[config.mk]
export PLATFORM = sky130hd
export DESIGN_NAME = c_source_lexer
export DESIGN_NICKNAME = d
export VERILOG_FILES = /design/src/sv/cslx_pkg.sv /design/src/sv/cslx_front.sv /design/src/sv/cslx_queue.sv /design/src/sv/cslx_back.sv /design/src/sv/c_source_lexer.sv
export VERILOG_INCLUDE_DIRS = /design/src /design/src/sv
export SDC_FILE = /design/constraint.sdc
export NUM_CORES = 1
export LEC_CHECK = 0
export BUFFER_PORTS_ARGS = -buffer_cell sky130_fd_sc_hd__buf_2
export CORE_ASPECT_RATIO = 1.4
export CORE_MARGIN = 1.5
export CORE_UTILIZATION = 45
export CTS_BUF_LIST = sky130_fd_sc_hd__clkbuf_2 sky130_fd_sc_hd__clkbuf_4 sky130_fd_sc_hd__clkbuf_8
export DETAILED_ROUTE_END_ITERATION = 12
export PLACE_DENSITY = 0.64
export SYNTH_ARGS = -nofsm -noshare
export SYNTH_HDL_FRONTEND = slang
export SYNTH_SLANG_ARGS = --single-unit
[constraint.sdc]
create_clock -name clk -period 8.7 [get_ports clk]
set_input_delay 1.74 -clock clk [delete_from_list [all_inputs] [get_ports clk]]
set_output_delay 1.74 -clock clk [all_outputs]
set_load 0.03 [all_outputs]
[src/sv/c_source_lexer_assert.svh]
// Assertion macros shared by the lexer modules.
// Each macro expects signals named clk and rst_n in the including module.
`ifndef C_SOURCE_LEXER_ASSERT_SVH
`define C_SOURCE_LEXER_ASSERT_SVH

// The consequent must hold in the same cycle as the antecedent.
`define CSLX_ASSERT_SAME(lbl, ante, cons, msg) \
  lbl: assert property (@(posedge clk) disable iff (!rst_n) (ante) |-> (cons)) \
    else $error(msg);

// The consequent must hold in the cycle after the antecedent.
`define CSLX_ASSERT_NEXT(lbl, ante, cons, msg) \
  lbl: assert property (@(posedge clk) disable iff (!rst_n) (ante) |=> (cons)) \
    else $error(msg);

`endif

[src/sv/cslx_pkg.sv]
// Shared types, byte and class codes, and helpers for the source lexer.
// No dependencies.
`default_nettype none
package cslx_pkg;

  typedef struct packed {
    logic [7:0] char_in;
    logic       end_of_stream;
  } in_word_t;

  typedef struct packed {
    logic       item_kind;
    logic [7:0] lexeme_byte;
    logic [3:0] token_class;
    logic       last_of_input;
  } out_word_t;

  typedef struct packed {
    logic       item_kind;
    logic [7:0] lexeme_byte;
    logic [3:0] token_class;
  } res_t;

  typedef struct packed {
    logic       eos;
    logic [1:0] nfeed;
    logic [7:0] c0;
    logic [7:0] c1;
  } cmd_t;

  localparam int Q_DEPTH = 4;
  localparam int Q_AW    = $clog2(Q_DEPTH);
  localparam int Q_CW    = Q_AW + 1;

  localparam logic [7:0] CH_NUL    = 8'h00;
  localparam logic [7:0] CH_TAB    = 8'h09;
  localparam logic [7:0] CH_LF     = 8'h0A;
  localparam logic [7:0] CH_CR     = 8'h0D;
  localparam logic [7:0] CH_SPACE  = 8'h20;
  localparam logic [7:0] CH_DQUOTE = 8'h22;
  localparam logic [7:0] CH_SQUOTE = 8'h27;
  localparam logic [7:0] CH_STAR   = 8'h2A;
  localparam logic [7:0] CH_SLASH  = 8'h2F;
  localparam logic [7:0] CH_BSLASH = 8'h5C;
  localparam logic [7:0] CH_UNDER  = 8'h5F;

  localparam logic [3:0] CL_NEWLINE  = 4'd0;
  localparam logic [3:0] CL_OPERATOR = 4'd1;
  localparam logic [3:0] CL_CBEGIN   = 4'd2;
  localparam logic [3:0] CL_LINECMT  = 4'd3;
  localparam logic [3:0] CL_COMMENT  = 4'd4;
  localparam logic [3:0] CL_CEND     = 4'd5;
  localparam logic [3:0] CL_DQ       = 4'd6;
  localparam logic [3:0] CL_SQ       = 4'd7;
  localparam logic [3:0] CL_SPACE    = 4'd8;
  localparam logic [3:0] CL_SYMBOL   = 4'd9;

  function automatic logic is_blank(input logic [7:0] c);
    return (c == CH_SPACE) || (c == CH_TAB);
  endfunction

  function automatic logic is_word(input logic [7:0] c);
    return (c >= 8'h61 && c <= 8'h7A) || (c >= 8'h41 && c <= 8'h5A) ||
           (c >= 8'h30 && c <= 8'h39) || (c == CH_UNDER);
  endfunction

  function automatic res_t mk_put(input logic [7:0] b);
    res_t r;
    r.item_kind   = 1'b0;
    r.lexeme_byte = b;
    r.token_class = 4'd0;
    return r;
  endfunction

  function automatic res_t mk_fin(input logic [3:0] cls);
    res_t r;
    r.item_kind   = 1'b1;
    r.lexeme_byte = 8'd0;
    r.token_class = cls;
    return r;
  endfunction

endpackage
`default_nettype wire

[src/sv/cslx_front.sv]
// Front end: accepts source words, drops carriage returns and splices
// backslash-newline pairs. Depends on cslx_pkg.
`default_nettype none
module cslx_front (
  input  wire               clk,
  input  wire               rst_n,
  input  wire               in_valid,
  output logic              in_ready,
  input  cslx_pkg::in_word_t in_data,
  output logic              push_valid,
  input  wire               push_ready,
  output cslx_pkg::cmd_t    push_cmd
);
  import cslx_pkg::*;

  logic held_r;
  logic held_nxt;
  logic need_push;
  logic accept;

  assign in_ready = push_ready;
  assign accept   = in_valid && in_ready;

  always_comb begin
    push_cmd    = '0;
    push_cmd.c0 = in_data.char_in;
    push_cmd.c1 = in_data.char_in;
    need_push   = 1'b0;
    held_nxt    = held_r;
    priority if (in_data.end_of_stream) begin
      push_cmd.eos   = 1'b1;
      push_cmd.nfeed = held_r ? 2'd1 : 2'd0;
      push_cmd.c0    = CH_BSLASH;
      need_push      = 1'b1;
      held_nxt       = 1'b0;
    end else if (in_data.char_in == CH_CR) begin
      need_push = 1'b0;
    end else if (held_r) begin
      held_nxt    = 1'b0;
      push_cmd.c0 = CH_BSLASH;
      if (in_data.char_in == CH_BSLASH) begin
        push_cmd.nfeed = 2'd1;
        need_push      = 1'b1;
        held_nxt       = 1'b1;
      end else if (in_data.char_in != CH_LF) begin
        push_cmd.nfeed = 2'd2;
        need_push      = 1'b1;
      end
    end else if (in_data.char_in == CH_BSLASH) begin
      held_nxt = 1'b1;
    end else begin
      push_cmd.nfeed = 2'd1;
      need_push      = 1'b1;
    end
  end

  assign push_valid = in_valid && need_push;

  always_ff @(posedge clk) begin
    if (!rst_n) begin
      held_r <= 1'b0;
    end else if (accept) begin
      held_r <= held_nxt;
    end
  end

endmodule
`default_nettype wire

[src/sv/cslx_queue.sv]
// Short command queue between the front end and the lexer engine.
// Depends on cslx_pkg and c_source_lexer_assert.svh.
`default_nettype none
`include "c_source_lexer_assert.svh"
module cslx_queue (
  input  wire            clk,
  input  wire            rst_n,
  input  wire            push_valid,
  output logic           push_ready,
  input  cslx_pkg::cmd_t push_cmd,
  output logic           pop_valid,
  input  wire            pop_ready,
  output cslx_pkg::cmd_t pop_cmd
);
  import cslx_pkg::*;

  cmd_t            mem_r [Q_DEPTH];
  logic [Q_AW-1:0] wr_ptr_r;
  logic [Q_AW-1:0] rd_ptr_r;
  logic [Q_CW-1:0] cnt_r;
  logic            do_push;
  logic            do_pop;

  assign push_ready = (cnt_r != Q_CW'(Q_DEPTH));
  assign pop_valid  = (cnt_r != '0);
  assign pop_cmd    = mem_r[rd_ptr_r];
  assign do_push    = push_valid && push_ready;
  assign do_pop     = pop_valid && pop_ready;

  always_ff @(posedge clk) begin
    if (do_push) begin
      mem_r[wr_ptr_r] <= push_cmd;
    end
  end

  always_ff @(posedge clk) begin
    if (!rst_n) begin
      wr_ptr_r <= '0;
      rd_ptr_r <= '0;
      cnt_r    <= '0;
    end else begin
      if (do_push) begin
        wr_ptr_r <= wr_ptr_r + 1'b1;
      end
      if (do_pop) begin
        rd_ptr_r <= rd_ptr_r + 1'b1;
      end
      unique case ({do_push, do_pop})
        2'b10:   cnt_r <= cnt_r + 1'b1;
        2'b01:   cnt_r <= cnt_r - 1'b1;
        default: cnt_r <= cnt_r;
      endcase
    end
  end

  `CSLX_ASSERT_SAME(a_cnt_bound, 1'b1, cnt_r <= Q_CW'(Q_DEPTH), "queue count overflow")

endmodule
`default_nettype wire

[src/sv/cslx_back.sv]
// Lexer engine: runs lexer passes on queued bytes, one result word of a pass at a time,
// and streams result words through a pending stage and an output register.
// Depends on cslx_pkg and c_source_lexer_assert.svh.
`default_nettype none
`include "c_source_lexer_assert.svh"
module cslx_back (
  input  wire                clk,
  input  wire                rst_n,
  input  wire                cmd_valid,
  output logic               cmd_ready,
  input  cslx_pkg::cmd_t     cmd,
  output logic               out_valid,
  input  wire                out_ready,
  output cslx_pkg::out_word_t out_data
);
  import cslx_pkg::*;

  typedef enum logic [3:0] {
    ST_START     = 4'd0,
    ST_SLASH     = 4'd1,
    ST_LINECMT   = 4'd2,
    ST_BLOCK     = 4'd3,
    ST_BLOCKSTAR = 4'd4,
    ST_DQ        = 4'd5,
    ST_SQ        = 4'd6,
    ST_SPACE     = 4'd7,
    ST_SYMBOL    = 4'd8,
    ST_DQESC     = 4'd9,
    ST_SQESC     = 4'd10
  } lex_state_t;

  lex_state_t st_r;
  logic       ne_r;
  logic [1:0] fi_r;
  logic [1:0] pc_r;
  logic [1:0] k_r;
  logic       pend_v_r;
  logic       pend_last_r;
  res_t       pend_res_r;
  logic       out_v_r;
  out_word_t  out_data_r;

  res_t       pr [4];
  logic [1:0] p_n;
  lex_state_t ns;
  logic       nne;
  logic       cons;
  logic [7:0] cc;
  logic [3:0] str_cl;
  logic [7:0] quote;

  logic feeding;
  logic sub_last;
  logic have_res;
  logic out_free;
  logic can_place;
  logic step;
  logic place;
  logic pass_end;
  logic feed_end;
  logic last_feed;
  logic done;
  logic pend_move;

  assign cc     = (fi_r == 2'd0) ? cmd.c0 : cmd.c1;
  assign str_cl = (st_r == ST_DQ || st_r == ST_DQESC) ? CL_DQ : CL_SQ;
  assign quote  = (st_r == ST_DQ) ? CH_DQUOTE : CH_SQUOTE;

  always_comb begin
    pr    = '{default: '0};
    p_n   = 2'd0;
    ns    = st_r;
    nne   = ne_r;
    cons  = 1'b1;
    unique case (st_r)
      ST_START: begin
        priority if (cc == CH_SLASH) begin
          pr[0] = mk_put(cc); p_n = 2'd1; nne = 1'b1; ns = ST_SLASH;
        end else if (cc == CH_DQUOTE) begin
          pr[0] = mk_put(cc); p_n = 2'd1; nne = 1'b1; ns = ST_DQ;
        end else if (cc == CH_SQUOTE) begin
          pr[0] = mk_put(cc); p_n = 2'd1; nne = 1'b1; ns = ST_SQ;
        end else if (cc == CH_LF) begin
          pr[0] = mk_put(cc); pr[1] = mk_fin(CL_NEWLINE); p_n = 2'd2; nne = 1'b0;
        end else if (is_blank(cc)) begin
          pr[0] = mk_put(cc); p_n = 2'd1; nne = 1'b1; ns = ST_SPACE;
        end else if (is_word(cc)) begin
          pr[0] = mk_put(cc); p_n = 2'd1; nne = 1'b1; ns = ST_SYMBOL;
        end else if (cc == CH_NUL) begin
          p_n = 2'd0;
        end else begin
          pr[0] = mk_put(cc); pr[1] = mk_fin(CL_OPERATOR); p_n = 2'd2; nne = 1'b0;
        end
      end
      ST_SLASH: begin
        priority if (cc == CH_SLASH) begin
          pr[0] = mk_put(cc); p_n = 2'd1; nne = 1'b1; ns = ST_LINECMT;
        end else if (cc == CH_STAR) begin
          pr[0] = mk_put(cc); pr[1] = mk_fin(CL_CBEGIN); p_n = 2'd2; nne = 1'b0;
          ns = ST_BLOCK;
        end else begin
          pr[0] = mk_fin(CL_OPERATOR); p_n = 2'd1; nne = 1'b0; ns = ST_START;
          cons = 1'b0;
        end
      end
      ST_LINECMT: begin
        priority if (cc == CH_LF) begin
          pr[0] = mk_fin(CL_LINECMT); p_n = 2'd1; nne = 1'b0; ns = ST_START;
          cons = 1'b0;
        end else if (cc == CH_NUL) begin
          pr[0] = mk_fin(CL_LINECMT); p_n = 2'd1; nne = 1'b0; ns = ST_START;
        end else begin
          pr[0] = mk_put(cc); p_n = 2'd1; nne = 1'b1;
        end
      end
      ST_BLOCK: begin
        priority if (cc == CH_STAR) begin
          ns = ST_BLOCKSTAR;
        end else if (cc == CH_LF) begin
          if (!ne_r) begin
            pr[0] = mk_put(cc); pr[1] = mk_fin(CL_NEWLINE); p_n = 2'd2; nne = 1'b0;
          end else begin
            pr[0] = mk_fin(CL_COMMENT); p_n = 2'd1; nne = 1'b0; cons = 1'b0;
          end
        end else if (cc == CH_NUL) begin
          ns = ST_START;
        end else begin
          pr[0] = mk_put(cc); p_n = 2'd1; nne = 1'b1;
        end
      end
      ST_BLOCKSTAR: begin
        priority if (cc == CH_STAR) begin
          pr[0] = mk_put(CH_STAR); p_n = 2'd1; nne = 1'b1;
        end else if (cc == CH_SLASH) begin
          if (!ne_r) begin
            pr[0] = mk_put(CH_STAR); pr[1] = mk_put(CH_SLASH); pr[2] = mk_fin(CL_CEND);
            p_n = 2'd3; nne = 1'b0; ns = ST_START;
          end else begin
            pr[0] = mk_fin(CL_COMMENT); p_n = 2'd1; nne = 1'b0; cons = 1'b0;
          end
        end else if (cc == CH_LF) begin
          pr[0] = mk_put(CH_STAR); pr[1] = mk_fin(CL_COMMENT); p_n = 2'd2; nne = 1'b0;
          ns = ST_BLOCK; cons = 1'b0;
        end else if (cc == CH_NUL) begin
          pr[0] = mk_put(CH_STAR); pr[1] = mk_fin(CL_COMMENT); p_n = 2'd2; nne = 1'b0;
          ns = ST_START; cons = 1'b0;
        end else begin
          // The star itself is not kept when an ordinary byte follows it.
          pr[0] = mk_put(cc); p_n = 2'd1; nne = 1'b1; ns = ST_BLOCK;
        end
      end
      ST_DQ, ST_SQ: begin
        priority if (cc == quote) begin
          pr[0] = mk_put(cc); pr[1] = mk_fin(str_cl); p_n = 2'd2; nne = 1'b0;
          ns = ST_START;
        end else if (cc == CH_LF) begin
          pr[0] = mk_fin(str_cl); p_n = 2'd1; nne = 1'b0; ns = ST_START; cons = 1'b0;
        end else if (cc == CH_BSLASH) begin
          pr[0] = mk_put(cc); p_n = 2'd1; nne = 1'b1;
          ns = (st_r == ST_DQ) ? ST_DQESC : ST_SQESC;
        end else if (cc == CH_NUL) begin
          pr[0] = mk_fin(str_cl); p_n = 2'd1; nne = 1'b0; ns = ST_START;
        end else begin
          pr[0] = mk_put(cc); p_n = 2'd1; nne = 1'b1;
        end
      end
      ST_SPACE: begin
        if (is_blank(cc)) begin
          pr[0] = mk_put(cc); p_n = 2'd1; nne = 1'b1;
        end else begin
          pr[0] = mk_fin(CL_SPACE); p_n = 2'd1; nne = 1'b0; ns = ST_START; cons = 1'b0;
        end
      end
      ST_SYMBOL: begin
        if (is_word(cc)) begin
          pr[0] = mk_put(cc); p_n = 2'd1; nne = 1'b1;
        end else begin
          pr[0] = mk_fin(CL_SYMBOL); p_n = 2'd1; nne = 1'b0; ns = ST_START; cons = 1'b0;
        end
      end
      ST_DQESC, ST_SQESC: begin
        priority if (cc == CH_LF) begin
          pr[0] = mk_fin(str_cl); p_n = 2'd1; nne = 1'b0; ns = ST_START; cons = 1'b0;
        end else if (cc == CH_NUL) begin
          pr[0] = mk_fin(str_cl); p_n = 2'd1; nne = 1'b0; ns = ST_START;
        end else begin
          pr[0] = mk_put(cc); p_n = 2'd1; nne = 1'b1;
          ns = (st_r == ST_DQESC) ? ST_DQ : ST_SQ;
        end
      end
      default: begin
        ns = ST_START;
      end
    endcase
  end

  assign feeding   = (fi_r < cmd.nfeed);
  assign sub_last  = (p_n == 2'd0) || (k_r == (p_n - 2'd1));
  assign have_res  = cmd_valid && feeding && (p_n != 2'd0);
  assign out_free  = !out_v_r || out_ready;
  assign can_place = !pend_v_r || out_free;
  assign step      = cmd_valid && (!have_res || can_place);
  assign place     = step && have_res;
  assign pass_end  = step && feeding && sub_last;
  assign feed_end  = pass_end && (cons || (pc_r == 2'd2));
  assign last_feed = ((fi_r + 2'd1) == cmd.nfeed);
  assign done      = step && (!feeding || (feed_end && last_feed));
  assign pend_move = pend_v_r && out_free && (pend_last_r || place);

  assign cmd_ready = done;
  assign out_valid = out_v_r;
  assign out_data  = out_data_r;

  always_ff @(posedge clk) begin
    if (!rst_n) begin
      st_r        <= ST_START;
      ne_r        <= 1'b0;
      fi_r        <= 2'd0;
      pc_r        <= 2'd0;
      k_r         <= 2'd0;
      pend_v_r    <= 1'b0;
      pend_last_r <= 1'b0;
      out_v_r     <= 1'b0;
    end else begin
      if (step && feeding) begin
        if (!sub_last) begin
          k_r <= k_r + 2'd1;
        end else begin
          k_r  <= 2'd0;
          st_r <= ns;
          ne_r <= nne;
          if (feed_end) begin
            pc_r <= 2'd0;
            fi_r <= fi_r + 2'd1;
          end else begin
            pc_r <= pc_r + 2'd1;
          end
        end
      end
      if (done) begin
        fi_r <= 2'd0;
        pc_r <= 2'd0;
        k_r  <= 2'd0;
        if (cmd.eos) begin
          st_r <= ST_START;
          ne_r <= 1'b0;
        end
      end

      if (place) begin
        pend_v_r    <= 1'b1;
        pend_last_r <= done;
      end else if (pend_move) begin
        pend_v_r    <= 1'b0;
        pend_last_r <= 1'b0;
      end else if (done && pend_v_r) begin
        pend_last_r <= 1'b1;
      end

      if (pend_move) begin
        out_v_r <= 1'b1;
      end else if (out_ready) begin
        out_v_r <= 1'b0;
      end
    end
  end

  always_ff @(posedge clk) begin
    if (place) begin
      pend_res_r <= pr[k_r];
    end
    if (pend_move) begin
      out_data_r.item_kind     <= pend_res_r.item_kind;
      out_data_r.lexeme_byte   <= pend_res_r.lexeme_byte;
      out_data_r.token_class   <= pend_res_r.token_class;
      out_data_r.last_of_input <= pend_last_r;
    end
  end

  `CSLX_ASSERT_SAME(a_sub_in_pass, cmd_valid && feeding && (k_r != 2'd0), k_r < p_n, "result index beyond pass")
  `CSLX_ASSERT_NEXT(a_done_clears, done, (fi_r == 2'd0) && (pc_r == 2'd0) && (k_r == 2'd0), "engine not cleared after word")
  `CSLX_ASSERT_SAME(a_pend_owner, pend_v_r && !pend_last_r, cmd_valid, "open pending word without command")

endmodule
`default_nettype wire

[src/sv/c_source_lexer.sv]
// Channel   | Ports                             | Word
// input     | in_valid, in_ready, in_data       | cslx_pkg::in_word_t, one source byte
// result    | out_valid, out_ready, out_data    | cslx_pkg::out_word_t, byte or token end
//
// The front end takes one input word per cycle while the command queue has room.
// The lexer engine emits at most one result word per cycle while the pending register
// can take it, and steps through the result words of each lexer pass in turn; a pass
// that gives none still takes a step of its own. The single result port of the engine
// sets this limit.
// Results go through a pending register and an output register, so a stalled
// result port does not block input until the queue fills. Reset is synchronous.
// Top level of the source lexer. Depends on cslx_pkg, cslx_front, cslx_queue
// and cslx_back.
`default_nettype none
module c_source_lexer (
  input  wire                 clk,
  input  wire                 rst_n,
  input  wire                 in_valid,
  output logic                in_ready,
  input  cslx_pkg::in_word_t  in_data,
  output logic                out_valid,
  input  wire                 out_ready,
  output cslx_pkg::out_word_t out_data
);
  import cslx_pkg::*;

  logic push_valid;
  logic push_ready;
  cmd_t push_cmd;
  logic pop_valid;
  logic pop_ready;
  cmd_t pop_cmd;

  cslx_front u_front (
    .clk        (clk),
    .rst_n      (rst_n),
    .in_valid   (in_valid),
    .in_ready   (in_ready),
    .in_data    (in_data),
    .push_valid (push_valid),
    .push_ready (push_ready),
    .push_cmd   (push_cmd)
  );

  cslx_queue u_queue (
    .clk        (clk),
    .rst_n      (rst_n),
    .push_valid (push_valid),
    .push_ready (push_ready),
    .push_cmd   (push_cmd),
    .pop_valid  (pop_valid),
    .pop_ready  (pop_ready),
    .pop_cmd    (pop_cmd)
  );

  cslx_back u_back (
    .clk       (clk),
    .rst_n     (rst_n),
    .cmd_valid (pop_valid),
    .cmd_ready (pop_ready),
    .cmd       (pop_cmd),
    .out_valid (out_valid),
    .out_ready (out_ready),
    .out_data  (out_data)
  );

endmodule
`default_nettype wire

Yosys cells after proc, flatten, opt, wreduce, memory -nomap -nowiden
Memory sizes are Yosys's and may differ from the RTL's. A register that Yosys moved wholly into a read port is not among the register bits.
Index checks and enable logic that the tools add are counted.
- add/sub/neg operators: 8
- order comparisons: 8
- eq/ne operators: 30
- mux-type cells: 168
- bitwise operators: 2
- reductions and logical operators: 53
- operator list (kind ; count):
    $mux 13 ; 35
    $mux 26 ; 5
    $pmux 13 s9 ; 1
    $mux 4 ; 26
    $pmux 13 s5 ; 1
    $mux 2 ; 29
    $mux 1 ; 56
    $eq 8x6->1 const B ; 5
    $pmux 4 s9 ; 1
    $bmux 13 s2 ; 1
    $mux 25 ; 1
    $eq 8x4->1 const B ; 3
    $eq 8x7->1 const B ; 3
    $mux 12 ; 2
    $mux 23 ; 1
    $mux 10 ; 2
    $logic_and 1x1->1 ; 19
    $eq 4x3->1 const B ; 4
    $ge 8x7->1 const B ; 2
    $le 8x7->1 const B ; 2
    $mux 8 ; 2
    $eq 4x4->1 const B ; 3
    $logic_or 1x1->1 ; 12
    $pmux 2 s6 ; 1
    34 further kinds ; 52
- flip-flop bits (word level): 49
- memory bits (writable): 76
- input port bits: 13
- output and inout port bits: 16
- logic and storage cells: 289
- memories: 1
- memory list (name ; words ; bits a word ; read ports ; clocked after memory_dff ; wr ports ; RTL line ; text):
    u_queue.mem_r ; 4 ; 19 ; 1 ; 1 ; 1 ; cslx_queue.sv:17 ; cmd_t mem_r [Q_DEPTH];

Logic depth before layout (Yosys ltp)
Gate-level depths: netlist of run 1.
- depth after elaboration: 29
- depth in mapped cells: 27
- mapped depth without buffers: 24

By module
From an unflattened synthesis of run 1, not the netlist that was laid out.
- cell total of the unflattened synthesis: 582
- area, all modules: 6932.9 um^2
- by module, submodules not included (module ; instances ; cells each ; area an instance (um^2) ; seq. area each (um^2)):
    cslx_back ; 1 ; 382 ; 3280.6 ; 1091.0
    cslx_queue ; 1 ; 151 ; 3278.1 ; 2462.4
    cslx_front ; 1 ; 49 ; 374.1 ; 20.0

Worst setup path before layout of run 1
Ideal clock, no wire load.
- path type: reg-to-reg
- start: reg u_back.fi_r[0]
- end: reg u_queue.cnt_r[2]
- library setup time: 0.076 ns
- arrival time: 5.354 ns
- data required time: 8.624 ns
- slack: 3.270 ns
- cell stages (with the launch flop): 26
- buffers on the path: 3
- clock period less this slack: 5.430 ns
- cell sequence: dfxtp_1 > inv_1 > ha_1 > buf_4 > buf_2 > mux4_2 > mux2_2 > or4_1 > nand4b_1 > clkbuf_1 > o32a_1 > o311ai_0 > nor2b_1 > ha_1 > xor2_1 > nor3b_1 > o311ai_0 > o31ai_2 > nor2_4 > o21ai_2 > ha_1 > inv_1 > fa_1 > xor2_1 > or3_1 > a21boi_0
- longest elaborated chain between the ends: 28
- elaborated cells on any way between the ends: 82
- those cells by class: add/sub: 2; order compare: 7; eq/ne: 13; mux: 33; reduce/logical: 27
- ends and longest elaborated chain (element ; RTL line ; text):
    start: declaration ; cslx_back.sv:34 ; logic [1:0] fi_r;
    start signal: assignment ; cslx_back.sv:234 ; fi_r <= fi_r + 2'd1;
    parallel branches: the longest is 24 deep, another holds $ge 8x7->1 ; n/a ;
    $logic_and 1x1->1 * ; cslx_back.sv:207 ; assign done = step && (!feeding || (feed_end && last_feed));
    $logic_and 1x1->1 * ; cslx_queue.sv:28 ; assign do_pop = pop_valid && pop_ready;
    net u_queue.do_pop ; cslx_queue.sv:22 ; logic do_pop;
    $eq 2x1->1 or $eq 2x2->1 (tied branches) ; cslx_queue.sv:48 ; unique case ({do_push, do_pop})
    $pmux 3 s2 or $reduce_bool 2->1 (tied branches) ; n/a ;
    end signal: assignment ; cslx_queue.sv:49 ; 2'b10: cnt_r <= cnt_r + 1'b1;
    end signal: assignment ; cslx_queue.sv:50 ; 2'b01: cnt_r <= cnt_r - 1'b1;
    end signal: assignment ; cslx_queue.sv:51 ; default: cnt_r <= cnt_r;
    end: declaration ; cslx_queue.sv:20 ; logic [Q_CW-1:0] cnt_r;
Mark *: on every way through the listed nets, which the timed path passes.
A chain may end at the register's enable or synchronous reset.

Final worst setup path of run 1
Same ends and word-level chain as after synthesis.

==> flow_summary.yaml, run 1 <==
yosys:
  synth_cell_types: 77
  seq_area_frac_synth_pct: 54.05
  netlist_area_mm2: 0.006611
  avgSynthCellArea_um2: 11.62
  ys.flop_type: "edfxtp_1"
  synthCells: 569
  syn_nets: 593
  synth_seq_cells: 127
  synth.top_cells.by_area: "edfxtp_1 47%, dfxtp_1 7.3%, mux4_2 6.5%, nor2_1 3.0%, o21ai_0 2.5%"
  yosysTopAreaCell: "edfxtp_1"
  synth_edf_count: 103
  synth_top_area_share_pct: 46.78
  yosys_warnings: 0
  synthArstFlopShare_pct: 0
floorplanning:
  fp.dieH_um: 146.4
  die_w_um: 105.4
  ios: 29
  floorplan.initialDensity_pct: 45.98
  rows: 52
  die-area_mm2: 0.01544
  core-area_mm2: 0.01438
finish:
  nFillCells: 1275
  multi_input_area_mm2: 0.002823
  seq_area_mm2: 0.003573
  final_common_cell: "edfxtp_1"
  final_nets: 618
  most-common-layout-cells: "103 x edfxtp_1, 52 x nor2_1, 36 x nand2_1"
  drive_gt1_share_pct: 17.46
  n_antenna_cell: 0
  synthToLayoutAreaGrowth_pct: 10.14
pwr:
  ir_worst_vdd_mv: 0.1466
  p_leak_nw: 2.461
  powerDensity_mw_per_mm2: 321.4
  finalPower_mw: 2.341
timing:
  setup_viol: 0
  tightest_slew_ps: 995.3
  relSlewSlack_pct: 33.65
  period_minus_slack_ps: 6946
  skew_ps: 14.80
  tns_ps: 0
  rsz0062_at_grt: "no"
  fmax_mhz: 144.0
  fin_crit_sh_pct: 79.84
  drv_slew: 0
  hold_viol: 0
clock_network:
  cts_root_buffer: "clkbuf_8"
  cts_htree_levels: 4
  postCtsSetupBuffers: 0
  clkSlewWorstSetupHoldPaths_ps: 90
  ctsHoldBuffers: 0
  cts_sinks: 127
  cts_made_buffers: 17
  clock_latency_ps: 440
  cts.path.max_buffers: 2
  tritoncts: "done"
  ctsResizeCount: 0
worst_hold_path:
  holdPathStages: 0
  hp-class: "reg2reg"
setup_path:
  cp.arrival_ps: 7310
  start_kind: "flip-flop"
  ff2ff_setup_slack_ps: 1750
  ff2ff_path_depth: 24
  end_kind: "flip-flop"
  path_max_fanout: 21
  required_ps: 9060
  critPathKind: "reg2reg"
grt:
  antenna_found_initial: 0
  grt_max_degree: 22
  grt_pass1_wl_mm: 26.07
  first_global_vias: 4837
  grtUsageTotal_pct: 22.38
  grt.overflow.total: 0
routing:
  drc: 0
  routed_via_density: 5.894
  final_antenna_net_count: 0
  post_drt_wl_per_cell_um: 20.47
  vias: 4692
  drt-initial-drc-count: 287
  first_pass_iters: 5
  wl_mm: 16.30
placed_design:
  hpwlAfterDp_mm: 11.99
  finalWeightedCongestion: 0.9529
  io_buffers: 28
run:
  cap_viol_max_count: 0
outcome:
  status: "completed"
==> cell usage after synthesis (all sizes together) (11+ instances only) <==
cell type,count
a21oi,28
and2,18
clkbuf,16
dfxtp,24
edfxtp,103
inv,20
mux2i,11
mux4,19
nand2,37
nand2b,11
nand3,15
nor2,53
nor3,19
o21ai,35
or3,11
==> layer usage <==
metal,up-vias,share of wire [%],track usage (%)
met4,0,5.3,14.04
met2,173,53,39.08
li1,2224,-,-
met5,-,0,0
met3,53,4.5,4.330
met1,2242,38,24.87
==> flip-flops by register name, summed over array words and instances (netlist names), 2 cells and up, named ones only <==
signal,flops
u_queue.mem_r,76
u_back.out_data,14
u_back.pend_res_r,13
u_back.st_r,4
u_queue.cnt_r,3
u_back.fi_r,2
u_back.k_r,2
u_back.pc_r,2
u_queue.rd_ptr_r,2
u_queue.wr_ptr_r,2
==> critical path: stages, from the launching register on <==
cell and delay, ps:
dfxtp_1 310, inv_1 100, ha_1 760, mux4_2 420, mux2_2 330, nor4_4 440
nand2_2 180, nor4_1 700, nor2_1 130, nand3_1 140, o311ai_0 190, nor2b_1 270
ha_1 260, o21ai_0 190, nor3b_1 320, o311ai_0 230, o31ai_2 190, nor2_4 170
o21ai_2 260, ha_1 220, inv_1 60, fa_1 370, xor2_1 150, or3_1 300
a21boi_0 160
==> area by class of cell <==
class,instances,share of cell area (%)
inverters,21,1.082
multi-input cells,395,38.76
clock buffers,17,3.213
repair buffers,32,2.337
clock inverters,15,2.285
flip-flops and latches,127,49.07
well taps,189,3.247
==> final timing paths <==
kind / start / endpoint
setup / recovery: u_back.fi_r[0]$_SDFFE_PP0P_ / u_queue.cnt_r[2]$_SDFFE_PN0P_
setup reg to reg: u_back.fi_r[0]$_SDFFE_PP0P_ / u_queue.cnt_r[2]$_SDFFE_PN0P_
hold reg to reg: u_back.pend_res_r[4]$_DFFE_PP_ / u_back.out_data[5]$_DFFE_PP_
hold / removal: u_back.pend_res_r[4]$_DFFE_PP_ / u_back.out_data[5]$_DFFE_PP_
==> where the power goes <==
| group | total (mW) | switching, mW | leakage, nW | internal [mW] |
|---|---|---|---|---|
| sequential | 0.875 | 0.0683 | 1.14 | 0.806 |
| combinational | 0.950 | 0.603 | 1.12 | 0.347 |
| clock | 0.516 | 0.275 | 0.195 | 0.241 |
| total | 2.34 | 0.947 | 2.46 | 1.39 |
==> through the flow <==
stage | area [um2] | util (%) | cells | hold WS, ps | worst slack [ps]
finish | 7282 | 50.64 | 796 | 423.2 | 1754
global route | 7282 | 50.64 | 796 | 430.3 | 1064
CTS | 7282 | 50.64 | 796 | 428.3 | 1744
detailed placement | 6882 | 47.86 | 764 | 408.0 | 1778
global placement | 6882 | 47.86 | 764 | 401.8 | 2144
floorplan | 6611 | - | 569 | 400.3 | 3270
==> cell families (layout without fill, tap and decap cells) <==
kind of cell	Yosys count	count (layout)	synth area share (%)
muxes	37	37	9.387
AOI/OAI and AO/OA	137	137	14.12
buffers and inverters	47	85	3.312
DFF	127	127	54.05
and+or+nand+nor	201	201	15.75
xor gates and xnor gates	9	9	1.192
adders and majority gates	11	11	2.195
Power figures use the tool's default switching activity.
==> run 2, diff against run 1 <==
- ABC_AREA: default -> 1
- clock period: 8.7 -> 7.2 ns (I/O delays scaled with it)
==> run 2 against run 1 <==
Against the previous run: highest routed layer unchanged; wire length increased by 1.3%; critical path depth increased by 8; via count increased by 20%; sequential share of layout area decreased by 1.4 points; critical endpoint unchanged.
==> flow_summary.yaml, run 2 <==
outcome:
  status: "completed"
clock_network:
  cts_htree_levels: 4
  ctsHoldBuffers: 0
  cts_root_buffer: "clkbuf_8"
  clock_latency_ps: 450
  clkSlewWorstSetupHoldPaths_ps: 80
  postCtsSetupBuffers: 0
  cts_sinks: 127
  cts.path.max_buffers: 2
  cts_made_buffers: 17
  ctsResizeCount: 0
  tritoncts: "done"
pwr:
  powerDensity_mw_per_mm2: 323.0
  switching_share_pct: 38.39
  finalPower_mw: 2.419
  power_frac_seq_pct: 40.3
  clkPwrFrac_pct: 26.0
  p_comb_share_pct: 33.8
  switchingPower_mw: 0.9286
  p_int_mw: 1.491
  p_leak_nw: 3.258
  ir_worst_vdd_mv: 0.1403
yosys:
  avgSynthCellArea_um2: 8.233
  synth.cells.most_frequent: "199 x nand2_1, 136 x inv_1, 103 x edfxtp_1, 91 x nor2_1, 76 x nand3_1"
  synth_edf_count: 103
  synth_cell_types: 42
  syn_nets: 845
  yosys_warnings: 0
  seq_area_frac_synth_pct: 52.87
  synthArstFlopShare_pct: 0
  synth_most_common_cell: "nand2_1"
  synth.top_cells.by_area: "edfxtp_1 46%, nand2_1 11%, inv_1 7.6%, dfxtp_1 7.1%, nand3_1 5.6%"
  ys.flop_type: "edfxtp_1"
  synth_seq_cells: 127
  synthCells: 821
  netlist_area_mm2: 0.006759
  synth_top_area_share_pct: 45.76
  yosysTopAreaCell: "edfxtp_1"
routing:
  first_pass_iters: 7
  drt-initial-drc-count: 252
  vias: 5607
  met1_length_mm: 6.506
  route.met3.wl_um: 724
  routed_via_density: 5.290
  post_drt_wl_per_cell_um: 15.58
  final_antenna_net_count: 0
  routed-wl-met2_mm: 8.532
  wl_mm: 16.52
  top_layer_used: "met4"
  drc: 0
setup_path:
  start_kind: "flip-flop"
  critPathKind: "reg2reg"
  r2r_start: "u_back.fi_r[0]$_SDFFE_PP0P_"
  startpoint: "u_back.fi_r[0]$_SDFFE_PP0P_"
  path_max_fanout: 17
  slowest_delay_ps: 630
  critPathMostFrequentCell: "inv_1"
  critPathSlowestCell: "ha_1"
  cp.arrival_ps: 6040
  end_kind: "flip-flop"
  required_ps: 7530
finish:
  drive_gt1_share_pct: 10.79
  most-common-layout-cells: "199 x nand2_1, 136 x inv_1, 103 x edfxtp_1"
  largest-register: "u_queue.mem_r"
  largest_reg_flops: 76
  n_antenna_cell: 0
  fin_area_mm2: 0.007488
  final_nets: 882
  instances_no_fill: 1060
  synthToLayoutAreaGrowth_pct: 10.79
  utilization_pct: 51.38
  final_common_cell: "nand2_1"
timing:
  skew_ps: 13.71
  hold_viol: 0
  relSlewSlack_pct: 42.67
  setup_viol: 0
  tightest_slew_ps: 849.2
  fmax_mhz: 175.0
  tns_ps: 0
  fin_crit_sh_pct: 79.35
  period_minus_slack_ps: 5713
  drv_slew: 0
  rsz0062_at_grt: "no"
floorplanning:
  fp.dieH_um: 148.0
  rows: 52
  ios: 29
  core-area_mm2: 0.01457
  die_w_um: 106.6
  die-area_mm2: 0.01577
  floorplan.initialDensity_pct: 46.38
placed_design:
  dp_cells: 1028
  finalWeightedCongestion: 0.9860
  hpwlAfterDp_mm: 12.04
  io_buffers: 28
  place_area_mm2: 0.007086
grt:
  grt_pass1_wl_mm: 26.43
  grtUsageTotal_pct: 21.97
  first_global_vias: 5462
  grt.overflow.total: 0
  grt_max_degree: 41
  antenna_found_initial: 0
worst_hold_path:
  holdCritStartpoint: "u_back.pend_res_r[7]$_DFFE_PP_"
  hp-class: "reg2reg"
run:
  cap_viol_max_count: 0
run 2: cell types whose count changed after synthesis, sizes merged, moves of 9 or more:
cell    change
a21oi       +9
and2       -18
clkbuf     -14
inv       +121
mux2i      -11
mux4       -19
nand2     +174
nand2b     -11
nand3      +62
nor2       +44
nor2b       -9
or3        -10
run 2: metrics by stage:
step | setup slack [ps] | hold WS (ps)
6_report | 1487 | 424.1
5_1_grt | 847.3 | 431.6
4_1_cts | 1577 | 426.2
3_5_place_dp | 1623 | 407.9
3_3_place_gp | 1650 | 403.5
2_1_floorplan | 2761 | 400.3
run 2: final cells by class:
type | count | area (um2)
Inverter | 142 | 533.0
Clock inverter | 14 | 155.1
Tap cell | 189 | 236.5
Timing Repair Buffer | 34 | 185.2
Clock buffer | 18 | 247.7
Fill cell | 1455 | 7086
Sequential cell | 127 | 3573
Multi-Input combinational cell | 536 | 2557
run 2: power by group through the flow:
stage	clock network (mW)	registers, mW	logic (mW)
2_1_floorplan	0	1.01	0.590
3_3_place_gp	0	0.990	0.811
3_5_place_dp	0	0.991	0.811
4_1_cts	0.642	0.975	0.817
5_1_grt	0.673	0.986	0.921
6_report	0.628	0.974	0.817
run 2: final timing paths:
kind | cells past startpoint | slack (ps) | endpoint
min reg2reg | 0 | 420 | u_back.out_data[8]$_DFFE_PP_
min | 0 | 420 | u_back.out_data[8]$_DFFE_PP_
max | 32 | 1490 | u_queue.cnt_r[2]$_SDFFE_PN0P_
max reg2reg | 32 | 1490 | u_queue.cnt_r[2]$_SDFFE_PN0P_
run 2: cell families (layout without fill, tap and decap cells):
family | after synthesis | after routing | share of synthesized area (%)
AO/OA/AOI/OAI | 99 | 99 | 8.294
buffers and inverters | 158 | 208 | 9.293
flip-flops | 127 | 127 | 52.87
XOR/XNOR | 2 | 2 | 0.2592
adder cells (fa/ha/maj) | 11 | 11 | 2.147
AND/OR/NAND/NOR | 424 | 424 | 27.14
run 2: worst max-delay path, delay by kind of cell, from the launching register on:
kind / cells / cell delay (ps)
buf+inv: 7 / 950
fa+ha+maj: 4 / 1320
flops: 1 / 310
simple gates: 15 / 2200
compound gates: 6 / 830
run 2: routing by layer:
layer	vias up	track usage, %
met2	178	39.10
met5	-	0
met3	62	4.674
met1	2589	23.56
li1	2778	-
met4	0	13.27
==> run 3, diff against run 2 <==
- clock period: 7.2 -> 5.3 ns (I/O delays scaled with it)
==> run 3 against run 2 <==
Against the previous run: sequential share of layout area fell by 0.62 points; worst hold slack hardly changed; die area is the same; cell count up 0.85%; critical path depth rose by 1; sequential power rose by 36%; clock skew increased by 0.54 ps; worst setup slack got worse by 970 ps; sequential cell count is the same.
==> flow_summary.yaml, run 3 (synthesized netlist as in run 2, its figures left out) <==
routing:
  vias: 5532
  routed_via_density: 5.175
  drc: 0
  wl_mm: 16.81
  post_drt_wl_per_cell_um: 15.72
  drt-initial-drc-count: 337
  first_pass_iters: 5
  final_antenna_net_count: 0
finish:
  drive_gt1_share_pct: 11.93
  largest-register: "u_queue.mem_r"
  nFillCells: 1412
  fin_area_mm2: 0.007587
  largest_reg_flops: 76
  most-common-layout-cells: "199 x nand2_1, 135 x inv_1, 103 x edfxtp_1"
  synthToLayoutAreaGrowth_pct: 12.25
  n_antenna_cell: 0
  instances_no_fill: 1069
  final_common_cell: "nand2_1"
  final_nets: 891
worst_hold_path:
  holdCritStartpoint: "u_back.pend_res_r[0]$_DFFE_PP_"
  min_to: "u_back.out_data[1]$_DFFE_PP_"
  holdPathStages: 0
  hp-class: "reg2reg"
timing:
  fin_crit_sh_pct: 90.18
  period_minus_slack_ps: 4779
  layout_setup_ws_ps: 520.7
  hold_viol: 0
  rsz0062_at_grt: "no"
  skew_ps: 14.24
  drv_slew: 0
  setup_viol: 0
  tns_ps: 0
  fmax_mhz: 209.2
  relSlewSlack_pct: 39.61
  tightest_slew_ps: 894.5
clock_network:
  clock_latency_ps: 430
  cts_sinks: 127
  ctsHoldBuffers: 0
  cts_made_buffers: 17
  cts_root_buffer: "clkbuf_8"
  clkSlewWorstSetupHoldPaths_ps: 80
  cts.path.max_buffers: 2
  tritoncts: "done"
  cts_htree_levels: 4
grt:
  met3_usage_pct: 4.189
  grt_pass1_wl_mm: 26.64
  grtUsageTotal_pct: 22.13
  antenna_found_initial: 0
  grt.overflow.total: 0
  first_global_vias: 5197
  met2_usage_pct: 38.94
  grt_most_used_layer: "met2"
  use_met1_pct: 24.65
  grt_max_degree: 33
placed_design:
  place_area_mm2: 0.007138
  hpwlAfterDp_mm: 12.02
  finalWeightedCongestion: 0.9909
  dp_cells: 1035
  io_buffers: 28
  pre_cts_ws_ps: 280.2
setup_path:
  path_max_fanout: 11
  r2r_end: "u_queue.cnt_r[2]$_SDFFE_PN0P_"
  end_kind: "flip-flop"
  slowest_delay_ps: 370
  r2r_start: "u_back.fi_r[1]$_SDFFE_PP0P_"
  critPathKind: "reg2reg"
  critPathSlowestCell: "fa_1"
  cpLargestDelayFamily: "simple AND/OR/NAND/NOR gates"
  critPathMostFrequentCell: "inv_1"
  required_ps: 5630
  ff2ff_path_depth: 33
  start_kind: "flip-flop"
  ff2ff_setup_slack_ps: 520
  cp.arrival_ps: 5110
  worst-path-buf-inv: 9
floorplanning:
  ios: 29
  floorplan.initialDensity_pct: 46.38
  die-area_mm2: 0.01577
  fp.dieH_um: 148.0
  die_w_um: 106.6
  core-area_mm2: 0.01457
  rows: 52
pwr:
  powerDensity_mw_per_mm2: 442.9
  finalPower_mw: 3.361
  ir_worst_vdd_mv: 0.2365
  p_leak_nw: 3.305
run:
  cap_viol_max_count: 0
outcome:
  status: "completed"
## run 3: changes by cell type in the layout (fill, tap and decap cells not counted), moves of 2 or more
cell / previous run / this run
buf_4: 6 / 13
clkbuf_4: 0 / 2
clkinv_4: 0 / 2
inv_6: 5 / 3
## run 3: layer usage
metal | wire [um] | vias to the layer above
met1 | 6628 | 2512
met5 | 0 | -
met2 | 8695 | 178
li1 | - | 2790
met3 | 717 | 52
met4 | 764 | 0
## run 3: metrics by stage
step	hold WS, ps	utilization (%)
after detailed placement	405.7	48.98
after floorplan	400.3	-
after global routing	433.1	52.06
after CTS	426.1	51.80
final	423.6	52.06
after global placement	402.7	48.98
## run 3: worst reg2reg max path: cells and delay by family (launching register included)
family	cells	cell delay, ps
fa+ha+maj	4	860
buf+inv	9	890
simple gates	16	2140
flops	1	350
compound gates	4	450
## run 3: area by class of cell
class                      count  area [um2]  area share [%]
tap                          189       236.5           3.117
multi-input combinational    536        2572           33.91
timing repair buffer          43       254.0           3.348
sequential                   127        3573           47.10
clock buffer                  19       249.0           3.282
inverter                     142       539.3           7.108
clock inverter                13       162.7           2.144
## run 3: power by group
| part | internal (mW) | switching (mW) |
|---|---|---|
| clock network | 0.478 | 0.404 |
| registers | 1.27 | 0.0498 |
| logic | 0.343 | 0.817 |
| total | 2.09 | 1.27 |
## run 3: repair_timing
| action | 4_1_cts | 5_1_grt |
|---|---|---|
| setup endpoints to repair | 0 | 2 |
| resized for setup | 0 | 7 |
| setup buffers | 0 | 2 |
| endpoints found under the hold margin | 0 | 0 |
## run 3: worst max path at each step
stage                                start                             to  slack, ps  cells past startpoint
2_1_floorplan  u_back.fi_r[0]$_SDFFE_PP0P_  u_queue.cnt_r[2]$_SDFFE_PN0P_        860                     34
3_3_place_gp   u_back.fi_r[0]$_SDFFE_PP0P_  u_queue.cnt_r[2]$_SDFFE_PN0P_        330                     31
3_5_place_dp   u_back.fi_r[0]$_SDFFE_PP0P_  u_queue.cnt_r[2]$_SDFFE_PN0P_        280                     31
4_1_cts        u_back.fi_r[0]$_SDFFE_PP0P_  u_queue.cnt_r[2]$_SDFFE_PN0P_        280                     31
5_1_grt                          flip-flop  u_queue.cnt_r[2]$_SDFFE_PN0P_         30                     31
6_report       u_back.fi_r[1]$_SDFFE_PP0P_  u_queue.cnt_r[2]$_SDFFE_PN0P_        520                     33
